<file path="src/hw/rtl/dra_pkg.sv">
package dra_pkg;

    localparam int TABLE_DEPTH = 16;
    localparam int IW = (TABLE_DEPTH > 1) ? $clog2(TABLE_DEPTH) : 1;
    localparam int CW = $clog2(TABLE_DEPTH + 1);

    typedef logic [IW-1:0] t_idx;
    typedef logic [CW-1:0] t_cnt;

    localparam t_cnt CNT_ONE   = CW'(1);
    localparam t_cnt CNT_DEPTH = CW'(TABLE_DEPTH);

    localparam logic CMD_RESERVE = 1'b0;
    localparam logic CMD_RELEASE = 1'b1;

    localparam logic [1:0] KIND_EVICT   = 2'd0;
    localparam logic [1:0] KIND_RESERVE = 2'd1;
    localparam logic [1:0] KIND_RELEASE = 2'd2;

    localparam logic [1:0] STAT_GRANTED = 2'd0;
    localparam logic [1:0] STAT_DENIED  = 2'd1;
    localparam logic [1:0] STAT_FULL    = 2'd2;
    localparam logic [1:0] STAT_REMOVED = 2'd0;
    localparam logic [1:0] STAT_ABSENT  = 2'd1;

    typedef struct packed {
        logic [7:0] session;
        logic [2:0] device;
        logic       cap;
        logic [7:0] prio;
    } t_entry;

    typedef struct packed {
        t_idx   rd_addr;
        logic   wr_en;
        t_idx   wr_addr;
        t_entry wr_data;
    } t_tbl_req;

    typedef struct packed {
        logic [1:0] kind;
        logic [7:0] target;
        logic [1:0] status;
        logic [7:0] prio;
        logic       ctrl_rst;
        logic       last;
    } t_result;

    typedef enum logic [2:0] {
        S_IDLE,
        S_SCAN,
        S_DECIDE,
        S_PURGE,
        S_FINISH
    } t_state;

endpackage

</file>
<file path="src/hw/rtl/dra_table.sv">
module dra_table
    import dra_pkg::*;
(
    input  logic     i_clk,
    input  t_tbl_req i_req,
    output t_entry   o_rd_data
);

    t_entry r_mem [TABLE_DEPTH];
    t_entry r_rd_data;

    always_ff @(posedge i_clk) begin
        if (i_req.wr_en) begin
            r_mem[i_req.wr_addr] <= i_req.wr_data;
        end
        r_rd_data <= r_mem[i_req.rd_addr];
    end

    assign o_rd_data = r_rd_data;

endmodule

</file>
<file path="src/hw/rtl/dra_seq.sv">
module dra_seq
    import dra_pkg::*;
(
    input  logic        i_clk,
    input  logic        i_rst_n,
    input  logic        start,
    output logic        busy,
    input  logic        i_command,
    input  logic [7:0]  i_session_id,
    input  logic [2:0]  i_device_index,
    input  logic        i_has_capability,
    input  logic [7:0]  i_request_priority,
    input  logic        i_collaborative,
    output t_tbl_req    o_req,
    input  t_entry      i_rd_data,
    output logic        o_res_valid,
    output t_result     o_res
);

    t_state r_state, n_state;
    t_cnt   r_count, n_count;
    t_cnt   r_idx, n_idx;
    t_cnt   r_w, n_w;
    logic   r_dvalid, n_dvalid;
    logic   r_res_valid, n_res_valid;

    logic       r_cmd, n_cmd;
    logic [7:0] r_sid, n_sid;
    logic [2:0] r_dev, n_dev;
    logic       r_cap, n_cap;
    logic [7:0] r_prio, n_prio;
    logic       r_coll, n_coll;
    logic       r_found, n_found;
    logic       r_fcap, n_fcap;
    logic [7:0] r_fprio, n_fprio;
    logic       r_lcap, n_lcap;
    logic [7:0] r_lprio, n_lprio;
    t_result    r_res, n_res;

    logic take;
    logic full;
    logic remove;

    assign take = (r_cap && !r_lcap) ||
                  (r_cap == r_lcap && $signed(r_prio) > $signed(r_lprio));
    assign full = (r_count >= CNT_DEPTH);
    assign remove = (r_cmd == CMD_RELEASE) ? (!r_found && i_rd_data.session == r_sid)
                                           : (i_rd_data.device == r_dev);

    always_ff @(posedge i_clk) begin
        if (!i_rst_n) begin
            r_state     <= S_IDLE;
            r_count     <= '0;
            r_dvalid    <= 1'b0;
            r_res_valid <= 1'b0;
        end else begin
            r_state     <= n_state;
            r_count     <= n_count;
            r_dvalid    <= n_dvalid;
            r_res_valid <= n_res_valid;
        end
    end

    always_ff @(posedge i_clk) begin
        r_idx   <= n_idx;
        r_w     <= n_w;
        r_cmd   <= n_cmd;
        r_sid   <= n_sid;
        r_dev   <= n_dev;
        r_cap   <= n_cap;
        r_prio  <= n_prio;
        r_coll  <= n_coll;
        r_found <= n_found;
        r_fcap  <= n_fcap;
        r_fprio <= n_fprio;
        r_lcap  <= n_lcap;
        r_lprio <= n_lprio;
        r_res   <= n_res;
    end

    always_comb begin
        n_state     = r_state;
        n_count     = r_count;
        n_idx       = r_idx;
        n_w         = r_w;
        n_dvalid    = 1'b0;
        n_res_valid = 1'b0;
        n_cmd       = r_cmd;
        n_sid       = r_sid;
        n_dev       = r_dev;
        n_cap       = r_cap;
        n_prio      = r_prio;
        n_coll      = r_coll;
        n_found     = r_found;
        n_fcap      = r_fcap;
        n_fprio     = r_fprio;
        n_lcap      = r_lcap;
        n_lprio     = r_lprio;
        n_res       = r_res;

        o_req.rd_addr = r_idx[IW-1:0];
        o_req.wr_en   = 1'b0;
        o_req.wr_addr = r_w[IW-1:0];
        o_req.wr_data = i_rd_data;

        unique case (r_state)
            S_IDLE: begin
                if (start) begin
                    n_cmd   = i_command;
                    n_sid   = i_session_id;
                    n_dev   = i_device_index;
                    n_cap   = i_has_capability;
                    n_prio  = i_request_priority;
                    n_coll  = i_collaborative;
                    n_found = 1'b0;
                    n_idx   = '0;
                    n_w     = '0;
                    n_state = (i_command == CMD_RELEASE) ? S_PURGE : S_SCAN;
                end
            end

            S_SCAN: begin
                if (r_idx < r_count) begin
                    n_dvalid = 1'b1;
                    n_idx    = r_idx + CNT_ONE;
                end
                if (r_dvalid && i_rd_data.device == r_dev) begin
                    if (!r_found) begin
                        n_fcap  = i_rd_data.cap;
                        n_fprio = i_rd_data.prio;
                    end
                    n_found = 1'b1;
                    n_lcap  = i_rd_data.cap;
                    n_lprio = i_rd_data.prio;
                end
                if (r_idx >= r_count && !r_dvalid) begin
                    n_state = S_DECIDE;
                end
            end

            S_DECIDE: begin
                n_res.kind     = KIND_RESERVE;
                n_res.target   = r_sid;
                n_res.status   = STAT_GRANTED;
                n_res.prio     = r_prio;
                n_res.ctrl_rst = 1'b0;
                n_res.last     = 1'b1;
                o_req.wr_addr  = r_count[IW-1:0];
                o_req.wr_data  = '{session: r_sid, device: r_dev, cap: r_cap, prio: r_prio};
                n_state        = S_IDLE;
                n_res_valid    = 1'b1;
                if (!r_found || (r_coll && r_fcap == r_cap)) begin
                    if (r_found) begin
                        n_res.prio            = r_fprio;
                        o_req.wr_data.prio    = r_fprio;
                    end
                    if (full) begin
                        n_res.status = STAT_FULL;
                    end else begin
                        o_req.wr_en = 1'b1;
                        n_count     = r_count + CNT_ONE;
                    end
                end else if (take) begin
                    n_res_valid = 1'b0;
                    n_idx       = '0;
                    n_w         = '0;
                    n_state     = S_PURGE;
                end else begin
                    n_res.status = STAT_DENIED;
                end
            end

            S_PURGE: begin
                if (r_idx < r_count) begin
                    n_dvalid = 1'b1;
                    n_idx    = r_idx + CNT_ONE;
                end
                if (r_dvalid) begin
                    if (remove) begin
                        if (r_cmd == CMD_RELEASE) begin
                            n_found = 1'b1;
                            n_fprio = i_rd_data.prio;
                        end else begin
                            n_res_valid    = 1'b1;
                            n_res.kind     = KIND_EVICT;
                            n_res.target   = i_rd_data.session;
                            n_res.status   = STAT_GRANTED;
                            n_res.prio     = i_rd_data.prio;
                            n_res.ctrl_rst = 1'b0;
                            n_res.last     = 1'b0;
                        end
                    end else begin
                        o_req.wr_en = 1'b1;
                        n_w         = r_w + CNT_ONE;
                    end
                end
                if (r_idx >= r_count && !r_dvalid) begin
                    n_state = S_FINISH;
                end
            end

            S_FINISH: begin
                n_res_valid  = 1'b1;
                n_res.target = r_sid;
                n_res.last   = 1'b1;
                n_state      = S_IDLE;
                if (r_cmd == CMD_RELEASE) begin
                    n_count        = r_w;
                    n_res.kind     = KIND_RELEASE;
                    n_res.status   = r_found ? STAT_REMOVED : STAT_ABSENT;
                    n_res.prio     = r_found ? r_fprio : 8'd0;
                    n_res.ctrl_rst = 1'b0;
                end else begin
                    o_req.wr_en    = 1'b1;
                    o_req.wr_data  = '{session: r_sid, device: r_dev, cap: r_cap,
                                       prio: r_prio};
                    n_count        = r_w + CNT_ONE;
                    n_res.kind     = KIND_RESERVE;
                    n_res.status   = STAT_GRANTED;
                    n_res.prio     = r_prio;
                    n_res.ctrl_rst = 1'b1;
                end
            end

            default: begin
                n_state = S_IDLE;
            end
        endcase
    end

    assign busy        = (r_state != S_IDLE);
    assign o_res_valid = r_res_valid;
    assign o_res       = r_res;

endmodule

</file>
<file path="src/hw/rtl/device_reservation_arbiter.sv">
// Eviction notices come at most one per cycle during the compaction pass over the table.
// busy falls as the final result is registered, and a new transfer can be accepted while
// that result is presented; the block takes no new request while one is in flight.
// Synchronous active-low reset empties the table; results are never stalled.
module device_reservation_arbiter
    import dra_pkg::*;
(
    input  logic              i_clk,
    input  logic              i_rst_n,
    input  logic              start,
    output logic              busy,
    input  logic              i_command,
    input  logic [7:0]        i_session_id,
    input  logic [2:0]        i_device_index,
    input  logic              i_has_capability,
    input  logic signed [7:0] i_request_priority,
    input  logic              i_collaborative,
    output logic              o_valid,
    output logic [1:0]        o_kind,
    output logic [7:0]        o_target_session,
    output logic [1:0]        o_status,
    output logic signed [7:0] o_assigned_priority,
    output logic              o_controller_reset,
    output logic              o_last
);

    t_tbl_req tbl_req;
    t_entry   rd_data;
    t_result  res;

    dra_table u_table (
        .i_clk     (i_clk),
        .i_req     (tbl_req),
        .o_rd_data (rd_data)
    );

    dra_seq u_seq (
        .i_clk              (i_clk),
        .i_rst_n            (i_rst_n),
        .start              (start),
        .busy               (busy),
        .i_command          (i_command),
        .i_session_id       (i_session_id),
        .i_device_index     (i_device_index),
        .i_has_capability   (i_has_capability),
        .i_request_priority (i_request_priority),
        .i_collaborative    (i_collaborative),
        .o_req              (tbl_req),
        .i_rd_data          (rd_data),
        .o_res_valid        (o_valid),
        .o_res              (res)
    );

    assign o_kind              = res.kind;
    assign o_target_session    = res.target;
    assign o_status            = res.status;
    assign o_assigned_priority = res.prio;
    assign o_controller_reset  = res.ctrl_rst;
    assign o_last              = res.last;

endmodule

</file>
<file path="config.mk">
export PLATFORM = sky130hd
export DESIGN_NAME = device_reservation_arbiter
export DESIGN_NICKNAME = d
export VERILOG_FILES = /design/src/hw/rtl/dra_pkg.sv /design/src/hw/rtl/dra_table.sv /design/src/hw/rtl/dra_seq.sv /design/src/hw/rtl/device_reservation_arbiter.sv
export SDC_FILE = /design/constraint.sdc
export NUM_CORES = 1
export LEC_CHECK = 0
export ABC_AREA = 1
export BUFFER_PORTS_ARGS = -buffer_cell sky130_fd_sc_hd__buf_4
export CAP_MARGIN = 10
export CORE_MARGIN = 3
export CORE_UTILIZATION = 60
export CTS_CLUSTER_DIAMETER = 100
export CTS_CLUSTER_SIZE = 24
export DETAILED_ROUTE_END_ITERATION = 7
export GPL_TIMING_DRIVEN = 0
export HOLD_SLACK_MARGIN = 0.06
export MAX_ROUTING_LAYER = met4
export PLACE_DENSITY = 0.77
export SLEW_MARGIN = 40
export SYNTH_ARGS = -nofsm -noshare
export SYNTH_HDL_FRONTEND = slang
export SYNTH_SLANG_ARGS = --single-unit
</file>
<file path="constraint.sdc">
create_clock -name i_clk -period 4.75 [get_ports i_clk]
set_clock_uncertainty 0.15 [all_clocks]
set_input_delay 0.7125 -clock i_clk [delete_from_list [all_inputs] [get_ports i_clk]]
set_output_delay 0.7125 -clock i_clk [all_outputs]
set_load 0.05 [all_outputs]
</file>
==> results.md <==
* Run status: completed
* Fin util at 0.687
* CP endpoint kind: register
* Clk root buf: clkbuf_16
* Arr. time, crit path at ~3000 ps
* Clock latency at the later pin of the worst-skew pair at approximately 550 ps
* Max-slew headroom at 0.396
* I/O Buffers at 48
* Wire per inst at 22.6 um
* Power share of the combinational group at 0.390
* Final setup vio count at 0
* Reg clk slew, reported paths at roughly 100 ps
* Commonest cells in the netlist: edfxtp_1 (393), nor2_1 (215), o21ai_0 (193), nand2_1 (148), inv_1 (64)
* Final Slew Violations at 0
* Post-CTS Setup Bufs at 0
* First-pass GRT wire length at about 65 mm
* Share of power burned in registers at 0.450
* Yosys warnings at 0
* ANT nets after route at 0
* Worst vdd ir at 373 uV
* Post-CTS resize count at 0
* Hold depth at 1
* Post-Route WL at around 42 mm
* Worst R2R Start: u_seq.r_state[1]
* GR Util All Layers at 0.281
* Grt total ovfl at 0
* Post-DP Area at roughly 19,000 um2
* Die H at 175 um
* FF-to-FF End: u_table.r_mem[13][15]
* CTS tree: done
* Max Fclk at between 300 and 400 MHz
* Initial drt markers at 1,791
* Final hold vios at 0
* Unrepaired setup endpoints after global routing: false
* Initial antenna violation count at 0
* Hold path startpoint: i_request_priority[5]
* Number of clock sinks at 423
* Core Area at 28,000 um2
* CP max FO at 20
* Post-Syn Area per Cell at 12.4 um2
* Storage cell area at 12,400 um2
* Total number of vias at between 10,000 and 15,000
* Ranking of synthesized cells by area: edfxtp_1 (69%), o21ai_0 (5.6%), nor2_1 (4.7%)
* H-tree Lvls at 1
* Sw Share at 0.400
* Clk buf depth at 3
* Design area at 19,300 um2
* Worst Hold End: u_seq.r_prio[5]
* Post-DP HPWL at 29.3 mm
* Diode count at 0
* Die area at between 30,000 and 40,000 um2
* Final period util at 0.621
* Mapped Cells at approximately 1,400
* Initial Util at 0.615
* DR DRC count at 0
* R2R depth at 7
* Hold WS at 196 ps
* Total CTS buffers at 21
* Power Dens Cells at 628 nW/um2
* Worst setup SP type: register
* Leak Pwr at roughly 6.5 nW
* Ratio of cells with drive above 1 in the final layout at 0.121
* Mapped Area at 17,200 um2
* Nets at between 1,500 and 2,000
* Yosys cell types at 50
* Number of max-cap violations at 0
* Area occupied by multi-input gates at ~4400 um2
* Worst reg-to-reg setup slack at about 1800 ps
* Row count at 61
* Synth Flop Type: edfxtp_1
* Number of global-route vias before repair at 11,200
* Hold Buf Count CTS at 0
* Critical path class: register to register
* Least-Margin Pin Slew at about 910 ps
* Number of enable flip-flop cells after synthesis at just under 400
* #FFs+latches synth at 423
* Pint at around 0.0073 W
* Vias/cell at 6.20
* Post-synth top area cell: edfxtp_1
* Die width at roughly 180 um
* Post-synth top area share at 0.685
* Most frequent cell after synthesis: edfxtp_1
* Io pins at 49
* Placer congestion estimate at approximately 0.95
* Syn Nets at roughly 1,400
* Largest net degree at the start of global routing at 26
* Fillcell total at 1,979
* Setup TNS at 0 ps
* Sequential element share of the synthesized area at 0.720
* Power share of the clock group at 0.160
* Drt pass-1 iters at 6
* Area grow syn2layout at 11.8%
* WP data required at 4790 ps
* Min-delay worst type: input port to register
* Final Critical Period at 2950 ps
* Ys async rst share at 0
* Net Sw Power at between 0.004 and 0.005 W
## placed cells by master (no fill, tap or decap), drive strengths merged, types with 30 or more instances in the layout
cell	Yosys	routed
buf	21	94
clkbuf	52	80
dfxtp	30	30
edfxtp	393	393
inv	74	76
nand2	156	156
nand3	49	49
nor2	221	221
o21ai	196	196
o221ai	39	39
o22ai	51	51
## per-layer routing
metal	global-route usage	share of wire
met5	-	0
met4	0.0778	0.029
met3	0.0387	0.095
met2	0.454	0.48
met1	0.381	0.39
## how the worst max path moves through the flow
stage	startpoint	end	slack (ps)	cells past startpoint
final	u_seq.r_state[1]	u_table.r_mem[13][15]	1800	7
after global routing	u_seq.r_state[1]	u_table.r_mem[13][11]	1620	7
after CTS	u_seq.r_state[1]	u_table.r_mem[13][11]	1820	7
after detailed placement	u_seq.r_state[1]	u_table.r_mem[13][1]	1840	7
after global placement	u_seq.r_state[0]	u_table.r_mem[4][10]	980	10
after floorplan	u_seq.r_cmd	u_seq.o_res[0]	1860	7
## power by group through the flow
stage / Clock, W / Sequential [W] / Combinational (W)
detailed placement: 0 / 0.00552 / 0.00459
floorplan: 0 / 0.00565 / 0.00256
global placement: 0 / 0.00554 / 0.00420
finish: 0.00193 / 0.00545 / 0.00472
global route: 0.00208 / 0.00549 / 0.00510
CTS: 0.00194 / 0.00544 / 0.00462
## critical path, stage by stage (launching register included)
cell	delay, ps
dfxtp_1	450
inv_2	120
nor2_2	120
nand2_1	80
buf_4	180
o21ai_0	470
nand2_1	420
nor2_4	600
## metrics by stage
stage,setup slack [ps],power [W],cells
5_1_grt,1620,0.0127,1865
4_1_cts,1820,0.0120,1864
6_report,1800,0.0121,1865
3_5_place_dp,1840,0.0101,1834
3_3_place_gp,978,0.00974,1810
2_1_floorplan,1860,0.00821,1384
## cell families after synthesis
| kind of cell | count (synthesis) | synth area share |
|---|---|---|
| fa+ha+maj | 18 | 0.0131 |
| simple gates | 436 | 0.104 |
| flops | 423 | 0.720 |
| compound gates | 339 | 0.117 |
| xor+xnor | 13 | 0.00661 |
| mux | 7 | 0.00480 |
| buf+inv | 148 | 0.0343 |
## flip-flops by register name, summed over array words and instances, names as in the netlist, 5 cells and up
register,flops
u_seq.o_res,22
u_seq.r_count,5
u_seq.r_fprio,8
u_seq.r_idx,5
u_seq.r_lprio,8
u_seq.r_prio,8
u_seq.r_sid,8
u_seq.r_w,5
u_table.o_rd_data,20
u_table.r_mem,320
## final cells by class
class	count	area share
sequential	423	0.644
multi-input combinational	813	0.230
timing repair buffer	73	0.0409
clock buffer	28	0.0287
tap	378	0.0246
buffer	73	0.0161
inverter	75	0.0146
clock inverter	2	0.00104
(Power assumes the default switching activity.)
